**src/rtl/sssp_ram.sv**
```systemverilog
`default_nettype none
// ----------------------------------------------------------------------------
// sssp_ram: simple dual-port RAM
// One write port, one read port with registered read data.
// ----------------------------------------------------------------------------
module sssp_ram #(
    parameter int WIDTH  = 8,
    parameter int DEPTH  = 16,
    parameter int ADDR_W = $clog2(DEPTH)
) (
    input  wire logic              clk,
    input  wire logic              we,
    input  wire logic [ADDR_W-1:0] waddr,
    input  wire logic [WIDTH-1:0]  wdata,
    input  wire logic [ADDR_W-1:0] raddr,
    output logic      [WIDTH-1:0]  rdata
);

    logic [WIDTH-1:0] mem [DEPTH];

    always_ff @(posedge clk)
    begin
        if (we)
        begin
            mem[waddr] <= wdata;
        end
        rdata <= mem[raddr];
    end

endmodule
`default_nettype wire

```
**config.mk**
```make
export PLATFORM = sky130hd
export DESIGN_NAME = sssp_ram
export DESIGN_NICKNAME = d
export VERILOG_FILES = /design/src/rtl/sssp_ram.sv
export SDC_FILE = /design/constraint.sdc
export NUM_CORES = 1
export LEC_CHECK = 0
export ABC_CLOCK_PERIOD_IN_PS = 1650
export BUFFER_PORTS_ARGS = -buffer_cell sky130_fd_sc_hd__buf_2
export CORE_MARGIN = 2
export CORE_UTILIZATION = 35
export CTS_BUF_LIST = sky130_fd_sc_hd__clkbuf_4
export DETAILED_ROUTE_END_ITERATION = 16
export PLACE_DENSITY = 0.48
export SLEW_MARGIN = 15
export SYNTH_ARGS = -nofsm -noshare
export SYNTH_HDL_FRONTEND = slang
export SYNTH_SLANG_ARGS = --single-unit
```
**constraint.sdc**
```tcl
create_clock -name clk -period 1.65 [get_ports clk]
set_input_delay 0 -clock clk [delete_from_list [all_inputs] [get_ports clk]]
set_output_delay 0 -clock clk [all_outputs]
set_load 0.02 [all_outputs]
```
---- After elaboration in Yosys (flattened, before gate mapping) ----
Memories as Yosys holds them, arrays and structs flattened. A register that Yosys moved wholly into a read port is not among the register bits.
Cells that the tools add are included.
operators by class
  muxes and demuxes ....................... 2
operators with widths
  operator          number
  1-bit 2-to-1 mux  2
storage, ports and cells
  memories kept ........................... 1
  logic and storage cells ................. 3
  memory bits (writable) .................. 128
  output and inout bits ................... 8
  input bits .............................. 18
  bits in registers ....................... 0
memories
  name  depth  width  rd ports  clocked after memory_dff  wr ports  line  RTL
  mem   16     8      1         1                         1         19    logic [WIDTH-1:0] mem [DEPTH];

---- Longest topological paths before layout ----
Gate-level depths: netlist of run 1.
  word-level depth ........................ 2
  gate-level depth with buffers ........... 5
  gate-level depth less buffers ........... 3

---- Worst setup path after synthesis of run 1 ----
No wires, ideal clock.
  path type ............................... input-to-reg
  start ................................... input waddr[2]
  end ..................................... memory mem[0][0], enable pin
  required time ........................... 1.267 ns
  path buffers ............................ 0
  path slack .............................. 0.157 ns
  arrival ................................. 1.110 ns
  cell stages on the path ................. 2
  setup time .............................. 0.383 ns
  cells stage by stage .................... or3b_2 nor3_1
RTL lines
  element          line  RTL
  start, declared  13    input wire logic [ADDR_W-1:0] waddr,
  end, declared    19
No word-level cell before the write port.

---- Worst setup path after layout of run 1 ----
  start ................................... input waddr[1]
  end ..................................... memory mem[8][3], enable pin
No word-level cell before the write port.

==> flow_summary.json, run 1 <==
{
  "status": "complete, no violations",
  "seqPwrFrac_pct": 58.6,
  "via_per_inst": 4.939,
  "cts_resized": 0,
  "r2r-start": "mem[10][3]",
  "rr_worst_depth": 3,
  "grt-ovfl-total": 0,
  "yosysWarnings": 0,
  "finalPower_mw": 6.617,
  "p_per_area_nw_per_um2": 1097,
  "fmax_mhz": 710.9,
  "syn_area_sq_um": 5147,
  "first_iter_violations": 124,
  "drv_cap": 0,
  "fill_cells": 1343,
  "slowest_delay_ns": 0.57,
  "intPower_mw": 5.259,
  "worstPathMaxFanout": 8,
  "clk-insertion-delay-late_ns": 0.53,
  "ys_ff_latch": 136,
  "fin_setup_tns_ns": 0,
  "clk_pin_slew_ns": 0.10,
  "rows": 44,
  "min_path_type": "in2reg",
  "cts_made_buffers": 17,
  "pwr-share-clk_pct": 35.2,
  "start_kind": "input pin",
  "p_comb_share_pct": 6.2,
  "port-buffer-count": 25,
  "hold_violations": 0,
  "dieHeight_um": 125.3,
  "antenna_left": 0,
  "switching_share_pct": 20.52,
  "synthCells": 229,
  "io_pins": 26,
  "cp_common_cell": "dlygate4sd3_1",
  "ctsLongestPathBuffers": 2,
  "cp-endpoint": "mem[8][3]",
  "drc": 0,
  "cp-end-kind": "flip-flop",
  "worstPathArrival_ns": 1.64,
  "clk_root_buffer_cell": "clkbuf_4",
  "leakagePower_nw": 2.039,
  "cp_slowest_cell": "dlygate4sd3_1",
  "die_w_um": 125.3,
  "wl_um": 10550,
  "finalSetupViolCount": 0,
  "synthDistinctLibCells": 19,
  "rrSetupSlack_ns": 0.25,
  "fin_skew_ns": 0.01536,
  "clock-sinks": 136,
  "peakVddDrop_mv": 0.4003,
  "grt_max_degree": 33,
  "crit_start": "waddr[1]",
  "drt-pass1-iter-count": 4,
  "crit_type": "in2reg",
  "grt_first_pass_wirelength_um": 15860,
  "fin_crit_sh_pct": 85.26,
  "grt_pass1_vias": 2558,
  "multi_input_area_sq_um": 1057,
  "vias": 2440,
  "h-tree-depth": 4,
  "antenna_found_initial": 0,
  "post-dp-hpwl_um": 6748,
  "crit_chain": "dlygate4sd3_1 > buf_2 > nor3_1 > dlygate4sd3_1 > buf_4",
  "period_needed_ns": 1.407,
  "rsz0062_at_grt": "false",
  "syn_avg_cell_area_sq_um": 22.48,
  "finalMaxSlewViolations": 0,
  "slew_headroom_pct": 70.29,
  "wl_per_cell_um": 21.35,
  "cts_tree": "built",
  "worstMarginPinSlew_ns": 0.4457,
  "seq_area_sq_um": 4004,
  "antennaDiodeCount": 0,
  "final_nets": 315,
  "p_sw_mw": 1.358,
  "drive_above_1_share_pct": 30.65,
  "syn2layout_area_growth_pct": 17.19,
  "dieArea_sq_um": 15690,
  "coreArea_sq_um": 14420,
  "syn_nets": 247,
  "start_util_pct": 35.69,
  "grt_usage_pct": 14.38,
  "gp_congestion": 0.7066,
  "regToRegEndpoint": "rdata[3]",
  "required_ns": 1.88,
  "ys_seq_area_share_pct": 77.78
}
-- power groups by stage --
stage          clock network, mW  logic (mW)  registers [mW]
2_1_floorplan                  0       0.196            3.98
5_1_grt                     2.57       0.446            3.89
4_1_cts                     2.41       0.422            3.88
3_5_place_dp                   0       0.403            3.96
6_report                    2.33       0.409            3.88
3_3_place_gp                   0       0.398            3.96
-- stage by stage --
stage / cell area (sq um) / utilization (%) / setup WS [ns] / hold slack [ns] / std cells
floorplan: 5147 / - / 0.1571 / 0.09887 / 229
global placement: 5614 / 38.92 / 0.1957 / 0.4003 / 451
detailed placement: 5614 / 38.92 / 0.2082 / 0.4082 / 451
CTS: 6032 / 41.82 / 0.2576 / 0.01025 / 494
global route: 6032 / 41.82 / 0.1584 / 0.02302 / 494
finish: 6032 / 41.82 / 0.2433 / 0.06034 / 494
-- cells in the final DEF (no fill, tap or decap) --
| cell type | count |
|---|---|
| a22oi_1 | 16 |
| nor2_1 | 13 |
| edfxtp_1 | 128 |
| or3b_2 | 1 |
| nand3_1 | 1 |
| bufinv_16 | 4 |
| clkinvlp_4 | 1 |
| nor2b_1 | 1 |
| mux4_1 | 14 |
| and2b_1 | 1 |
| and2_1 | 1 |
| nand2b_1 | 2 |
| clkinv_2 | 3 |
| mux4_2 | 18 |
| buf_12 | 2 |
| clkinv_1 | 4 |
| clkbuf_4 | 20 |
| nand2_1 | 9 |
| buf_4 | 21 |
| buf_2 | 25 |
| nand3b_1 | 2 |
| dfxtp_1 | 8 |
| dlygate4sd3_1 | 11 |
| nor3_1 | 4 |
-- state kept, by name, indices dropped and copies added, names as in the netlist --
name   cells
mem      128
rdata      8
-- critical path: cells and delay by family --
family / cells / cell delay (ns)
AND/OR/NAND/NOR: 1 / 0.19
buffers and inverters: 4 / 1.44
-- cell usage after synthesis, drive strengths merged --
cell | instances | share of area, %
nand3 | 1 | 0.097
nor2b | 1 | 0.12
and2 | 1 | 0.12
dfxtp | 8 | 3.1
nand2b | 2 | 0.24
or3b | 1 | 0.17
nor3 | 4 | 0.39
clkdlybuf4s25 | 3 | 0.58
edfxtp | 128 | 75
nand3b | 2 | 0.29
mux4 | 32 | 15
nor2 | 13 | 0.95
nand2 | 9 | 0.66
buf | 7 | 1.1
and2b | 1 | 0.15
a22oi | 16 | 2.3
-- layout make-up --
class	instances	area share (%)
Tap cell	184	3.817
Multi-Input combinational cell	83	17.53
Sequential cell	136	66.38
Clock inverter	12	2.614
Clock buffer	20	2.489
Timing Repair Buffer	59	7.177
-- worst min path at each step --
| stage | start | to | slack (ns) | depth (start not counted) |
|---|---|---|---|---|
| 2_1_floorplan | wdata[0] | mem[0][0] | 0.1 | 0 |
| 3_3_place_gp | wdata[5] | mem[5][5] | 0.40 | 1 |
| 3_5_place_dp | wdata[6] | mem[9][6] | 0.41 | 1 |
| 4_1_cts | raddr[3] | rdata[7] | 0.01 | 5 |
| 5_1_grt | raddr[3] | rdata[7] | 0.02 | 5 |
| 6_report | raddr[3] | rdata[3] | 0.06 | 5 |
-- what timing repair did --
action,in CTS,in global routing
buffers inserted,0,0
hold endpoints to repair,150,0
hold buffers,11,0
-- cells by family (layout without fill, tap and decap cells) --
logic type             count (synthesis)  count (layout)  share of synthesized area (%)
AOI/OAI and AO/OA                     16              16                          2.334
buffers and inverters                 10              91                          1.677
DFF                                  136             136                          77.78
muxes                                 32              32                          15.02
and+or+nand+nor                       35              35                          3.184
-- routing by layer --
layer / GRT usage, % / up-vias / routed length [um]
met5: 0 / - / 0
met4: 5.490 / 0 / 157
met3: 3.937 / 15 / 312
met2: 22.60 / 43 / 5134
met1: 19.25 / 1269 / 4941
li1: - / 1113 / -
Power figures use the tool's default switching activity.
==> inputs of run 2 (changes only) <==
--- a/config.mk
+++ b/config.mk
@@ -7,11 +7,14 @@
 export LEC_CHECK = 0
 export ABC_CLOCK_PERIOD_IN_PS = 1650
 export BUFFER_PORTS_ARGS = -buffer_cell sky130_fd_sc_hd__buf_2
+export CELL_PAD_IN_SITES_DETAIL_PLACEMENT = 0
+export CELL_PAD_IN_SITES_GLOBAL_PLACEMENT = 1
+export CORE_ASPECT_RATIO = 0.9
 export CORE_MARGIN = 2
 export CORE_UTILIZATION = 35
 export CTS_BUF_LIST = sky130_fd_sc_hd__clkbuf_4
 export DETAILED_ROUTE_END_ITERATION = 16
-export PLACE_DENSITY = 0.48
+export PLACE_DENSITY = 0.53
 export SLEW_MARGIN = 15
 export SYNTH_ARGS = -nofsm -noshare
 export SYNTH_HDL_FRONTEND = slang
==> run 2 against run 1 <==
Net effect: global-route usage is 0.66 points lower; first-iteration DRC count is 44% higher; utilization is 0.42 points lower; highest routed layer unchanged; sequential power hardly changed; fmax is 4.6% higher.
==> flow_summary.json, run 2 (synthesis results as in run 1) <==
{
  "rr_worst_depth": 3,
  "cts_tree": "built",
  "drv_cap": 0,
  "fin_setup_tns_ns": 0,
  "finalMaxSlewViolations": 0,
  "r2r-start": "mem[10][4]",
  "port-buffer-count": 25,
  "crit_start": "mem[10][4]",
  "largest_reg_flops": 128,
  "crit_chain": "mux4_1 > a22oi_1 > nand2_1",
  "worstPathMaxFanout": 1,
  "p_per_area_nw_per_um2": 1100,
  "grt_pass1_vias": 2452,
  "largest_register": "mem",
  "grt_first_pass_wirelength_um": 15260,
  "die_w_um": 131.8,
  "antenna_left": 0,
  "syn2layout_area_growth_pct": 17.06,
  "period_needed_ns": 1.345,
  "wl_um": 9955,
  "slew_headroom_pct": 71.49,
  "min_path_type": "in2reg",
  "met2_usage_pct": 19.83,
  "gp_congestion": 0.7094,
  "peakVddDrop_mv": 0.3987,
  "dieArea_sq_um": 15690,
  "coreArea_sq_um": 14560,
  "status": "complete, no violations",
  "min_path_cells": 3,
  "cp-end-kind": "flip-flop",
  "holdWs_ns": 0.05666,
  "dieHeight_um": 119.1,
  "rrSetupSlack_ns": 0.30,
  "clk_pin_slew_ns": 0.12,
  "start_util_pct": 35.36,
  "rows": 42,
  "slowest_delay_ns": 0.50,
  "wl_per_cell_um": 19.79,
  "hold_violations": 0,
  "post-dp-hpwl_um": 6454,
  "grt_max_degree": 33,
  "finalSetupViolCount": 0,
  "fmax_mhz": 743.3,
  "fin_skew_ns": 0.01971,
  "fin_crit_sh_pct": 81.54,
  "antennaDiodeCount": 0,
  "vias": 2428,
  "reg_top3": "mem x128, rdata x8",
  "worstMarginPinSlew_ns": 0.4276,
  "grt_usage_pct": 13.71,
  "cp_slowest_cell": "mux4_1",
  "grt_busiest_layer": "met1",
  "regToRegEndpoint": "rdata[4]",
  "start_kind": "flip-flop",
  "h-tree-depth": 4,
  "final_common_cell": "edfxtp_1",
  "drt-pass1-iter-count": 4,
  "met3_usage_pct": 4.385,
  "worstPathArrival_ns": 1.74,
  "io_pins": 26,
  "clk-insertion-delay-late_ns": 0.50,
  "rsz0062_at_grt": "false",
  "layout_common_cells": "edfxtp_1 (128), buf_2 (25), mux4_2 (18), clkbuf_4 (18), buf_4 (18)",
  "required_ns": 2.04,
  "first_iter_violations": 178,
  "whs_endpoint": "mem[12][6]",
  "clock-sinks": 136,
  "ctsLongestPathBuffers": 2,
  "post-cts-setup-buffer-count": 0,
  "drc": 0,
  "grt-ovfl-total": 0,
  "drive_above_1_share_pct": 30.49,
  "grt_use_met1_pct": 20.15,
  "worstHoldStart": "waddr[0]",
  "via_per_inst": 4.827,
  "leakagePower_nw": 2.003,
  "crit_type": "reg2reg",
  "cts_made_buffers": 17,
  "final_nets": 310,
  "antenna_found_initial": 0,
  "clk_root_buffer_cell": "clkbuf_4"
}
[run 2: changes by cell type in the layout (fill, tap and decap cells not counted)]
cell,previous run,this run
dlygate4sd3_1,11,8
clkinv_4,0,1
clkinvlp_4,1,5
buf_4,21,18
clkinv_2,3,0
buf_12,2,3
clkbuf_4,20,18
[run 2: report_power, final]
group          total, mW  internal (mW)  switching (mW)
logic              0.400          0.174           0.226
registers           3.88           3.86          0.0268
clock network       2.34           1.20            1.14
total               6.63           5.23            1.40
[run 2: layout make-up]
type,count,area (sq um)
fill,1316,8531
sequential,136,4004
multi-input combinational,83,1057
timing repair buffer,54,400.4
tap,198,247.7
clock inverter,14,181.4
clock buffer,18,135.1
[run 2: worst max-delay path by stage]
stage	slack, ns	cells past startpoint	end
2_1_floorplan	0.16	2	mem[0][0]
4_1_cts	0.26	3	rdata[4]
5_1_grt	0.21	3	rdata[4]
3_3_place_gp	0.13	5	rdata[4]
6_report	0.30	3	rdata[4]
3_5_place_dp	0.17	5	rdata[4]
[run 2: timing repair]
item	CTS	global route
endpoints found under the hold margin	128	0
hold buffers	8	0
gates resized for setup	0	0
[run 2: critical path: cells and delay by family, from the launching register on]
kind | cells | cell delay [ns]
AO/OA/AOI/OAI | 1 | 0.29
AND/OR/NAND/NOR | 1 | 0.07
flip-flops | 1 | 0.39
multiplexers | 1 | 0.50
[run 2: metal layers]
metal	up-vias	part of all wire [%]
met1	1258	49
met2	68	46
met4	0	0.70
met5	-	0
li1	1096	-
met3	6	5.0
[run 2: through the flow]
step / std cells / worst slack [ns] / power (mW) / cell area (sq um) / util [%]
detailed placement: 463 / 0.1674 / 4.357 / 5629 / 38.67
CTS: 503 / 0.2646 / 6.707 / 6026 / 41.40
floorplan: 229 / 0.1571 / 4.175 / 5147 / -
global placement: 463 / 0.1264 / 4.354 / 5629 / 38.67
global route: 503 / 0.2064 / 6.911 / 6026 / 41.40
finish: 503 / 0.3047 / 6.627 / 6026 / 41.40
