**config.mk**
```make
export PLATFORM = sky130hd
export DESIGN_NAME = sssp_alu
export DESIGN_NICKNAME = d
export VERILOG_FILES = /design/src/rtl/sssp_pkg.sv /design/src/rtl/sssp_alu.sv
export SDC_FILE = /design/constraint.sdc
export NUM_CORES = 1
export LEC_CHECK = 0
export BUFFER_PORTS_ARGS = -buffer_cell sky130_fd_sc_hd__clkbuf_2
export CAP_MARGIN = 25
export CORE_MARGIN = 4
export CORE_UTILIZATION = 40
export DETAILED_ROUTE_END_ITERATION = 7
export PLACE_DENSITY = 0.68
export SLEW_MARGIN = 30
export SYNTH_ARGS = -nofsm -noshare
export SYNTH_HDL_FRONTEND = slang
export SYNTH_SLANG_ARGS = --single-unit
```
**constraint.sdc**
```tcl
create_clock -name vclk -period 9.75
set_clock_uncertainty 0.15 [all_clocks]
set_input_delay 0 -clock vclk [all_inputs]
set_output_delay 0 -clock vclk [all_outputs]
set_load 0.01 [all_outputs]
```
**src/rtl/sssp_pkg.sv**
```systemverilog
`default_nettype none
// ----------------------------------------------------------------------------
// sssp_pkg: shared types and constants of the shortest path unit
// Word layouts, table sizes and request/status codes.
// ----------------------------------------------------------------------------
package sssp_pkg;

    localparam int MAX_VERTICES = 1024;
    localparam int MAX_EDGES    = 4096;
    localparam int HEAP_DEPTH   = MAX_EDGES + 1;

    localparam int VTX_W    = $clog2(MAX_VERTICES);
    localparam int EIDX_W   = $clog2(MAX_EDGES);
    localparam int LINK_W   = EIDX_W + 1;
    localparam int HIDX_W   = $clog2(HEAP_DEPTH);
    localparam int CNT_W    = VTX_W + 1;
    localparam int WEIGHT_W = 16;
    localparam int DIST_W   = 30;

    localparam logic [DIST_W-1:0] UNREACHED = 30'd1000000000;

    localparam logic [1:0] REQ_ADD   = 2'd0;
    localparam logic [1:0] REQ_RUN   = 2'd1;
    localparam logic [1:0] REQ_QUERY = 2'd2;
    localparam logic [1:0] REQ_CLEAR = 2'd3;

    localparam logic [1:0] ST_OK    = 2'd0;
    localparam logic [1:0] ST_FULL  = 2'd1;
    localparam logic [1:0] ST_RANGE = 2'd2;

    localparam logic CFG_VERTEX_COUNT  = 1'b0;
    localparam logic CFG_REVERSE_EDGES = 1'b1;

    typedef struct packed {
        logic [1:0]          req_type;
        logic [VTX_W-1:0]    vertex_a;
        logic [VTX_W-1:0]    vertex_b;
        logic [WEIGHT_W-1:0] edge_weight;
    } req_t;

    typedef struct packed {
        logic [1:0]        status;
        logic [DIST_W-1:0] distance;
    } rsp_t;

    typedef struct packed {
        logic [VTX_W-1:0]    target;
        logic [WEIGHT_W-1:0] cost;
        logic [LINK_W-1:0]   next;
    } edge_t;

    typedef struct packed {
        logic [DIST_W-1:0] key;
        logic [VTX_W-1:0]  vertex;
    } heap_entry_t;

    typedef struct packed {
        logic              lt;
        logic              eq;
        logic [DIST_W-1:0] sum;
    } alu_res_t;

endpackage
`default_nettype wire

```
**src/rtl/sssp_alu.sv**
```systemverilog
`default_nettype none
// ----------------------------------------------------------------------------
// sssp_alu: shared distance arithmetic
// Saturating add, less-than and equality on two distance operands.
// ----------------------------------------------------------------------------
module sssp_alu (
    input  wire logic [sssp_pkg::DIST_W-1:0] opa,
    input  wire logic [sssp_pkg::DIST_W-1:0] opb,
    output sssp_pkg::alu_res_t               res
);
    import sssp_pkg::*;

    logic [DIST_W:0] raw_sum;

    always_comb
    begin
        raw_sum = {1'b0, opa} + {1'b0, opb};
        res.lt  = opa < opb;
        res.eq  = opa == opb;
        // clamp at the unreached mark
        res.sum = (raw_sum > {1'b0, UNREACHED}) ? UNREACHED : raw_sum[DIST_W-1:0];
    end

endmodule
`default_nettype wire

```
# Word level (Yosys, flattened, before mapping)
# Cells that the tools add are included.
dict set report op_classes {
  eq_ne 1
  n_lt_le_gt_ge 2
  n_addsub 1
  muxes 1
}
# op n
set ops {}
lappend ops {{adder 30 x 30 -> 31 bit} 1}
lappend ops {{greater-than comparator 31 x 30 -> 1 bit, second input constant} 1}
lappend ops {{== test 30 bit} 1}
lappend ops {{< comparator 30 bit} 1}
lappend ops {{two-way mux 30 bit} 1}
dict set report word_totals {
  in_bits 60
  out_inout_bits 32
  regBits 0
}

# Longest topological paths before layout
# Gate-level depths: netlist (run 1).
dict set report depth {
  ltp_word 3
  mapped_depth 14
  mapped_depth_nobuf 13
}

# Worst setup path before layout (run 1)
# OpenSTA, ideal clock, no wires.
dict set report synth_path {
  path_type {input -> output}
  start {input port opb[1] (netlist name)}
  end {output port res[0] (netlist name)}
  required_time_ns 9.600
  t_arrival_ns 3.120
  path_stages 13
  setup_slack_ns 6.480
  path_buffers 1
  cell_sequence {inv_1 ha_1 nand2b_1 a2111o_1 a211oi_2 nor3_2 a21oi_1 a21oi_1 xnor2_1 or3_4 or4_4 buf_6 a21oi_2}
}
# element line_no
set synth_rtl {}
lappend synth_rtl {{start, declared} sssp_alu.sv:8} ;# input wire logic [sssp_pkg::DIST_W-1:0] opb,
lappend synth_rtl {{end, declared} sssp_alu.sv:9} ;# output sssp_pkg::alu_res_t res

==> results.md, run 1 <==
* Top post-synthesis cells by area: ha_1, a21oi_1, inv_1
* Height of the chip at 97.78 um
* Data arrival, critical path at around 3.8 ns
* Initial drt markers at 195
* Post-cts resize count at 0
* Cell type with the largest total area after synthesis: ha_1
* Fillers at 827
* P&R area growth vs syn at 14.24%
* Vias in the first global route at roughly 3.4k
* HP Class: in -> out
* Register area share after synthesis at 0%
* Core Region at 7767 um^2
* GRT Util Overall at 19.58%
* P per Cell Area at 75.93 nW/um^2
* Unrepaired setup endpoints after global routing: no
* Wire per inst at 15.51 um
* Number of diodes at 0
* WS Path Type: in -> out
* Slowest CP cell: o31ai_4
* Via density at 5.693
* Post-layout minimum cycle time at 3.958 ns
* Final hold slack at 0.3016 ns
* Clock buf count at 0
* Crit path capture type: output port
* Post-Syn Area at approximately 3200 um^2
* Slew HR at 47.03%
* Worst vdd rail ir drop at 28.59 uV
* Synth Net Count at 588
* Die Width at 97.78 um
* Worst Tran Pin Value at 0.7946 ns
* Fin. Hold Viols at 0
* I/O Buffers at 92
* Final Max Tran Viols at 0
* Row Count at 32
* Area share of the largest cell type after synthesis at 23.28%
* Cts hold-fix bufs at 0
* Synthesized area per cell at 6.904 um^2
* Status: finished, final reports clean
* Grt ovf at 0
* Drt total wl at 9913 um
* FMAX at 252.6 MHz
* Fin Setup TNS at 0 ns
* Synth unique cells at 77
* Post-route ant nets at 0
* Drt pass-1 iters at 5
* Critical path required time at 9.60 ns
* Max-cap violations at 0
* Setup Fix Bufs, Post-CTS at 0
* Final Setup Violations at 0
* Tcrit/Tclk final at between 40% and 50%
* DP Cell Count at 639
* Initial antenna violation count at 0
* Worst path cell trace: clkbuf_2, inv_1, ha_1, nand2b_1, a2111o_1, a211oi_2, nor3_2, a21oi_1, a21oi_1, xnor2_1, or3_4, o31ai_4, a21boi_0, clkbuf_2
* Largest net degree at the start of global routing at 16
* Reg area at 0 um^2
* Crit start category: primary input
* Worst Path Max Fanout at 15
* Detailed placement HPWL at 8470 um
* Static leakage at 0.001826 uW
* Via count at 3638
* Global-route wire length before repair at about 16000 um
* Total Nets Final at 660
* Routability Congestion at 0.9808
* CP peak stage delay at 0.73 ns
* Yosys warns at 0
* Cells after Synth at 467
* Layout cells sized above 1 at between 20% and 30%
* Die area at 9561 um^2
* Multi-input gate area in the final layout at 2893 um^2
* Num sequential at 0
* I/O pin cnt at 92
* Initial Utilization at 41.51%
* Fin util at 47.42%
* DRC Markers at 0
* Final non-filler cell total at around 640
[kinds of logic (layout without fill, tap and decap cells)]
| family | after synthesis | count (layout) | share of synthesized area, % |
|---|---|---|---|
| multiplexers | 2 | 2 | 0.6597 |
| AND/OR/NAND/NOR | 165 | 165 | 27.78 |
| buffers and inverters | 76 | 146 | 10.28 |
| adder cells (fa/ha/maj) | 61 | 61 | 23.90 |
| AO/OA/AOI/OAI | 143 | 143 | 31.94 |
| XOR/XNOR | 20 | 20 | 5.432 |
[critical path: cells and delay by family]
kind	cells	cell delay [ns]
compound gates	6	2.25
xor+xnor	1	0.18
fa+ha+maj	1	0.31
buf+inv	3	0.33
simple gates	3	0.73
[area by class of cell]
cell class,count,share of cell area [%]
Inverter,54,5.503
Multi-Input combinational cell,391,78.53
Tap cell,102,3.465
Timing Repair Buffer,92,12.50
[cell usage after synthesis, types with 6 or more instances]
cell type / n
a211oi_1: 7
a21o_1: 9
a21oi_1: 40
a21oi_2: 12
buf_2: 9
ha_1: 60
inv_1: 52
nand2_1: 27
nand2b_1: 9
nand3_1: 8
nand4_1: 9
nor2_1: 45
nor2b_1: 7
nor3_1: 17
nor4_1: 11
o21ai_0: 17
o31ai_1: 6
xnor2_1: 16
[report_power, final]
part | internal, uW | total [uW] | switching, uW | leakage (uW)
Combinational | 107 | 280 | 172 | 0.00183
Sequential | 0 | 0 | 0 | 0
Clock | 0 | 0 | 0 | 0
[layer usage]
| layer | GRT usage, % | vias up | part of all wire, % |
|---|---|---|---|
| met5 | 0 | - | 0 |
| met4 | 0.6390 | 0 | 0.28 |
| met3 | 1.643 | 2 | 5.8 |
| met2 | 34.42 | 136 | 48 |
| met1 | 27.53 | 1674 | 46 |
| li1 | - | 1826 | - |
[path summary, 6_finish.rpt]
kind / start / endpoint / slack (ns) / cells after the start
worst min-delay path: opb[0] / res[0] / 0.30 / 4
worst max-delay path: opb[1] / res[4] / 5.79 / 14
[cell usage in the layout, fill, tap and decap left out, types with 2 or more instances in the layout]
master    netlist  layout
o21ai_2         2       2
a221oi_1        4       4
a31oi_1         3       3
a211o_1         2       2
and2_1          5       5
nor3_1         17      17
o21ai_1         4       4
ha_1           60      60
a21oi_1        40      40
a21boi_0        3       3
o21ai_0        17      17
nand2_1        27      27
a21bo_2         2       2
nor3b_1         3       3
nor4_1         11      11
or4_1           2       2
a311oi_1        2       2
a211oi_1        7       7
nor2b_1         7       7
o21bai_1        5       5
and3_1          5       5
clkbuf_2        1      92
nand3_1         8       8
nand4_1         9       9
nand2b_1        9       9
nor2_1         45      45
xor2_1          4       4
inv_1          52      52
a21oi_2        12      12
a211oi_2        3       3
o21a_1          2       2
inv_2           2       2
o31ai_1         6       6
xnor2_1        16      16
or3_4           2       2
o31a_1          2       2
a21o_1          9       9
[through the flow]
stage	total power, uW	setup WS, ns	cell area, um^2
floorplan	192.0	6.480	3224
global placement	273.5	5.839	3684
detailed placement	275.4	5.833	3684
CTS	276.7	5.828	3684
global route	308.1	5.533	3684
finish	279.7	5.792	3684
Power figures use the tool's default switching activity.
==> inputs of run 2 (changes only) <==
--- a/config.mk
+++ b/config.mk
@@ -10,7 +10,7 @@
 export CORE_MARGIN = 4
 export CORE_UTILIZATION = 40
 export DETAILED_ROUTE_END_ITERATION = 7
-export PLACE_DENSITY = 0.68
+export PLACE_DENSITY = 0.71
 export SLEW_MARGIN = 30
 export SYNTH_ARGS = -nofsm -noshare
 export SYNTH_HDL_FRONTEND = slang
==> constraint.sdc (replaced) <==
create_clock -name vclk -period 3.5
set_clock_uncertainty 0.15 [all_clocks]
set_input_delay 0 -clock vclk [all_inputs]
set_output_delay 0 -clock vclk [all_outputs]
set_load 0.01 [all_outputs]
==> run 2 against run 1 <==
Compared with the run above:
- via count increased by 14%
- critical path depth increased by 3
- cell count increased by 13%
- first-iteration DRC count increased by 30%
- combinational power increased to 3.8 times the previous value
- clock-buffer cell count unchanged
- critical path type unchanged
- critical endpoint is now res[15]
- largest cell class unchanged
- highest routed layer unchanged
==> results.md, run 2 (synthesis results as in run 1) <==
* Wire per inst at 15.65 um (+0.85%)
* Reg area at 0 um^2 (unchanged)
* Fin. Hold Viols at 0 (unchanged)
* Num sequential at 0 (unchanged)
* Post-layout minimum cycle time at 3.432 ns
* Unrepaired setup endpoints after global routing: yes
* Final setup margin at 0.06823 ns (-5.723 ns)
* Largest net degree at the start of global routing at 15 (-1)
* DRC Markers at 0 (unchanged)
* CP peak stage delay at 0.44 ns (-0.29 ns)
* Initial antenna violation count at 0 (unchanged)
* Buf/Inv on CP at 6 (+3)
* Data arrival, critical path at 3.28 ns (-0.53 ns)
* Final Setup Violations at 0 (unchanged)
* HP Class: in -> out
* Post-route ant nets at 0 (unchanged)
* Number of diodes at 0 (unchanged)
* Grt ovf at 0 (unchanged)
* Worst path depth at 17 (+3)
* Clock buf count at 0 (unchanged)
* Drt pass-1 iters at 5 (unchanged)
* Slew HR at 63.45% (+16 points)
* Die Width at 97.78 um (unchanged)
* Total power at 1056 uW (+280%)
* Via count at 4145 (+14%)
* Row Count at 32 (unchanged)
* Drt total wl at 11300 um (+14%)
* Hold path depth at 5 (+1)
* FMAX at approximately 300 MHz
* P&R area growth vs syn at 45.25%
* Via density at 5.741 (+0.84%)
* Crit path capture type: output port
* Detailed placement HPWL at 9074 um (+7.1%)
* P per Cell Area at 225.5 nW/um^2 (+200%)
* Height of the chip at 97.78 um (unchanged)
* Final Max Tran Viols at 0 (unchanged)
* Max-cap violations at 0 (unchanged)
* Static leakage at 0.002313 uW (+27%)
* Total Nets Final at 743 (+13%)
* Most common cell after layout, fill and taps aside: clkbuf_2
* Global-route wire length before repair at 17440 um (+7.0%)
* Core Region at 7767 um^2 (unchanged)
* Crit start category: primary input
* Routability Congestion at 0.9732 (-0.77%)
* Most frequent cells in the layout: clkbuf_2, buf_4, ha_1
* Die area at 9561 um^2 (unchanged)
* Tcrit/Tclk final at a little over nine tenths
* Layout cells sized above 1 at 42.42% (+18 points)
* Worst vdd rail ir drop at 83.22 uV (+190%)
* Vias in the first global route at 3906 (+16%)
* DP Worst Slack at -0.1292 ns (-5.962 ns)
* WS Path Type: in -> out
* Worst path cell trace: clkbuf_2, inv_1, ha_1, nand2b_4, a2111o_1, buf_6, a21oi_4, nor2_1, a211oi_2, buf_4, nor2_1, a311oi_2, o2111a_2, o31a_1, buf_4, nand2_1, buf_2
* Final hold slack at 0.3798 ns (+0.07820 ns)
* Status: finished, final reports clean
* I/O Buffers at 92 (unchanged)
* I/O pin cnt at 92 (unchanged)
* Worst Tran Pin Value at 0.5435 ns (-0.2510 ns)
* Cts hold-fix bufs at 0 (unchanged)
* Delay-heaviest family, CP: compound AO/OA/AOI/OAI gates
* Fin util at 60.29% (+13 points)
* Slowest CP cell: a2111o_1
* Initial drt markers at 254 (+30%)
* Initial Utilization at 41.51% (unchanged)
* Critical path required time at 3.35 ns (-6.25 ns)
* GRT Util Overall at 20.84% (+1.3 points)
* Worst Path Max Fanout at 7 (-8)
==> run 2: repair_timing <==
action,in CTS,in global routing
cloned,1,0
endpoints found under the hold margin,0,0
endpoints found under the setup margin,19,25
pin swaps,5,28
resized for setup,14,60
setup buffers,1,5
==> run 2: worst min-delay path, stage by stage <==
cell	delay, ns
clkbuf_2	0.09
inv_1	0.05
ha_1	0.22
a21oi_2	0.04
clkbuf_2	0.12
==> run 2: per-stage QoR <==
stage | setup TNS (ns) | std cells | area (um^2)
2_1_floorplan | 0 | 467 | 3224
3_3_place_gp | -0.04765 | 715 | 4267
3_5_place_dp | -0.6438 | 715 | 4267
4_1_cts | 0 | 717 | 4347
5_1_grt | -0.5742 | 722 | 4683
6_report | 0 | 722 | 4683
==> run 2: final cells by class <==
class / instances / area, um^2
well taps: 102 / 127.6
multi-input cells: 392 / 3253
repair buffers: 174 / 1100
inverters: 54 / 202.7
fillers: 709 / 3084
==> run 2: worst paths after layout <==
kind | startpoint | to | slack [ns]
setup / recovery | opb[1] | res[15] | 0.07
hold / removal | opa[0] | res[0] | 0.38
==> run 2: report_power, final <==
| part | total [uW] | internal, uW | leakage [uW] | switching [uW] |
|---|---|---|---|---|
| clock | 0 | 0 | 0 | 0 |
| combinational | 1060 | 481 | 0.00231 | 575 |
| sequential | 0 | 0 | 0 | 0 |
| total | 1060 | 481 | 0.00231 | 575 |
==> run 2: per-layer routing <==
metal	track usage, %	part of all wire [%]
met1	26.30	41
met2	37.27	49
met3	3.071	7.5
met4	4.899	3.3
met5	0	0
==> inputs of run 3 (changes only) <==
--- a/config.mk
+++ b/config.mk
@@ -8,9 +8,9 @@
 export BUFFER_PORTS_ARGS = -buffer_cell sky130_fd_sc_hd__clkbuf_2
 export CAP_MARGIN = 25
 export CORE_MARGIN = 4
-export CORE_UTILIZATION = 40
+export CORE_UTILIZATION = 46
 export DETAILED_ROUTE_END_ITERATION = 7
-export PLACE_DENSITY = 0.71
+export PLACE_DENSITY = 0.79
 export SLEW_MARGIN = 30
 export SYNTH_ARGS = -nofsm -noshare
 export SYNTH_HDL_FRONTEND = slang
==> run 3 against run 2 <==
Compared with the run above:
- largest power group unchanged
- power increased by 7.8%
- fmax decreased by 1.3%
- critical endpoint is now res[9]
- global-route usage increased by 3.1 points
==> results.md, run 3 (synthesis results as in run 1) <==
* Status: finished, final reports clean
* Height of the chip at 91.72 um (-6.2%)
* Drt total wl at 12010 um (+6.3%)
* Final Setup Violations at 0 (unchanged)
* Grt ovf at 0 (unchanged)
* Row Count at 30 (-6.3%)
* Worst Path Max Fanout at 5 (-2)
* Post-route ant nets at 0 (unchanged)
* Initial drt markers at 288 (+13%)
* Data arrival, critical path at 3.33 ns (+0.05 ns)
* Hold path depth at 4 (-1)
* Detailed placement HPWL at 8987 um (-0.96%)
* Routability Congestion at 1.012 (+4.0%)
* Global-route wire length before repair at 17440 um (unchanged)
* Die Width at 91.72 um (-6.2%)
* DRC Markers at 0 (unchanged)
* Most frequent cells in the layout: clkbuf_2, buf_4, inv_1
* I/O Buffers at 92 (unchanged)
* Num sequential at 0 (unchanged)
* Min-Delay Endpoint: res[0]
* FMAX at 287.6 MHz (-1.3%)
* P per Cell Area at 233.4 nW/um^2 (+3.5%)
* DP Cell Count at 696 (-2.7%)
* Final non-filler cell total at 716 (-0.83%)
* Core Region at 6794 um^2 (-13%)
* Hold_sp: opb[0]
* Fin area at 4876 um^2 (+4.1%)
* Worst vdd rail ir drop at 96.47 uV (+16%)
* Largest net degree at the start of global routing at 12 (-3)
* I/O pin cnt at 92 (unchanged)
* Via count at 4273 (+3.1%)
* Layout cells sized above 1 at 45.97% (+3.5 points)
* Total Nets Final at 743 (unchanged)
* Worst Tran Pin Value at 0.6645 ns (+0.1209 ns)
* Via density at 5.968 (+4.0%)
* Post-DP Area at 4161 um^2 (-2.5%)
* P&R area growth vs syn at 51.22%
* Initial antenna violation count at 0 (unchanged)
* DP Worst Slack at -0.1827 ns (-0.05351 ns)
* Static leakage at 0.002343 uW (+1.3%)
* Most common cell after layout, fill and taps aside: clkbuf_2
* Crit start category: primary input
* Crit path capture type: output port
* HP Class: in -> out
* Number of diodes at 0 (unchanged)
* Fillers at 510 (-28%)
* Post-layout minimum cycle time at 3.477 ns (+0.04505 ns)
* Fin. Hold Viols at 0 (unchanged)
* Reg area at 0 um^2 (unchanged)
* Final setup margin at 0.02318 ns (-0.04505 ns)
* Wire per inst at 16.78 um (+7.2%)
* Die area at 8413 um^2 (-12%)
* GRT Util Overall at 23.99% (+3.1 points)
* Clock buf count at 0 (unchanged)
* Initial Utilization at 47.46% (+5.9 points)
* Final Max Tran Viols at 0 (unchanged)
* Critical path required time at 3.35 ns (about the same)
* Tcrit/Tclk final at 99.34% (+1.3 points)
* Vias in the first global route at 3901 (-0.13%)
* Max-cap violations at 0 (unchanged)
* WS Path Type: in -> out
* Final hold slack at 0.3244 ns (-0.05542 ns)
* Slew HR at 55.38% (-8.1 points)
* Fin Setup TNS at 0 ns (unchanged)
* Drt pass-1 iters at 5 (unchanged)
-- run 3: changes by cell type in the layout (fill, tap and decap cells not counted), moves of 4 or more --
| cell | previous run | this run |
|---|---|---|
| a21oi_1 | 37 | 33 |
| a21oi_2 | 13 | 17 |
| buf_6 | 3 | 8 |
| clkbuf_2 | 91 | 83 |
| ha_1 | 56 | 47 |
| ha_2 | 0 | 4 |
| ha_4 | 4 | 9 |
-- run 3: layout make-up --
class | count | area (um^2) | area share, %
Inverter | 54 | 202.7 | 4.157
Multi-Input combinational cell | 392 | 3422 | 70.18
Tap cell | 96 | 120.1 | 2.463
Timing Repair Buffer | 174 | 1131 | 23.20
-- run 3: through the flow --
step                      power (uW)  utilization, %
after floorplan                534.9               -
after global placement         888.3           61.25
after detailed placement       909.0           61.25
after CTS                      950.5           63.57
after global routing            1215           71.77
final                           1138           71.77
-- run 3: where the power goes --
part	total, uW	leakage [uW]	internal (uW)	switching (uW)
Combinational	1140	0.00234	521	617
Sequential	0	0	0	0
Clock	0	0	0	0
Total	1140	0.00234	521	617
-- run 3: worst max-delay path, stage by stage --
cell and delay [ns]:
buf_6 0.10, inv_2 0.07, ha_4 0.23, buf_6 0.12
a2111o_1 0.44, a211oi_2 0.31, nor3_2 0.10, a21oi_2 0.24
a21oi_2 0.11, xnor2_2 0.15, or3_4 0.42, buf_6 0.15
o31a_1 0.39, o21ai_0 0.30, clkbuf_2 0.20
-- run 3: worst max-delay path by stage --
| stage | startpoint | end | depth (start not counted) |
|---|---|---|---|
| 2_1_floorplan | opb[1] | res[0] | 13 |
| 3_3_place_gp | opa[0] | res[11] | 18 |
| 3_5_place_dp | opb[0] | res[11] | 18 |
| 4_1_cts | opb[0] | res[11] | 19 |
| 5_1_grt | opb[16] | res[11] | 16 |
| 6_report | opb[4] | res[9] | 15 |
-- run 3: what timing repair did --
item / CTS / global route
pin swaps: 13 / 54
gates resized for setup: 19 / 102
setup buffers: 8 / 15
endpoints found under the setup margin: 25 / 27
hold buffers: 0 / 0
cloned: 1 / 0
-- run 3: routing by layer --
layer / vias to the layer above / wire (um) / track usage, %
li1: 1995 / - / -
met3: 43 / 1028 / 2.215
met1: 1974 / 4615 / 30.32
met4: 0 / 361 / 5.446
met5: - / 0 / 0
met2: 261 / 6009 / 43.70
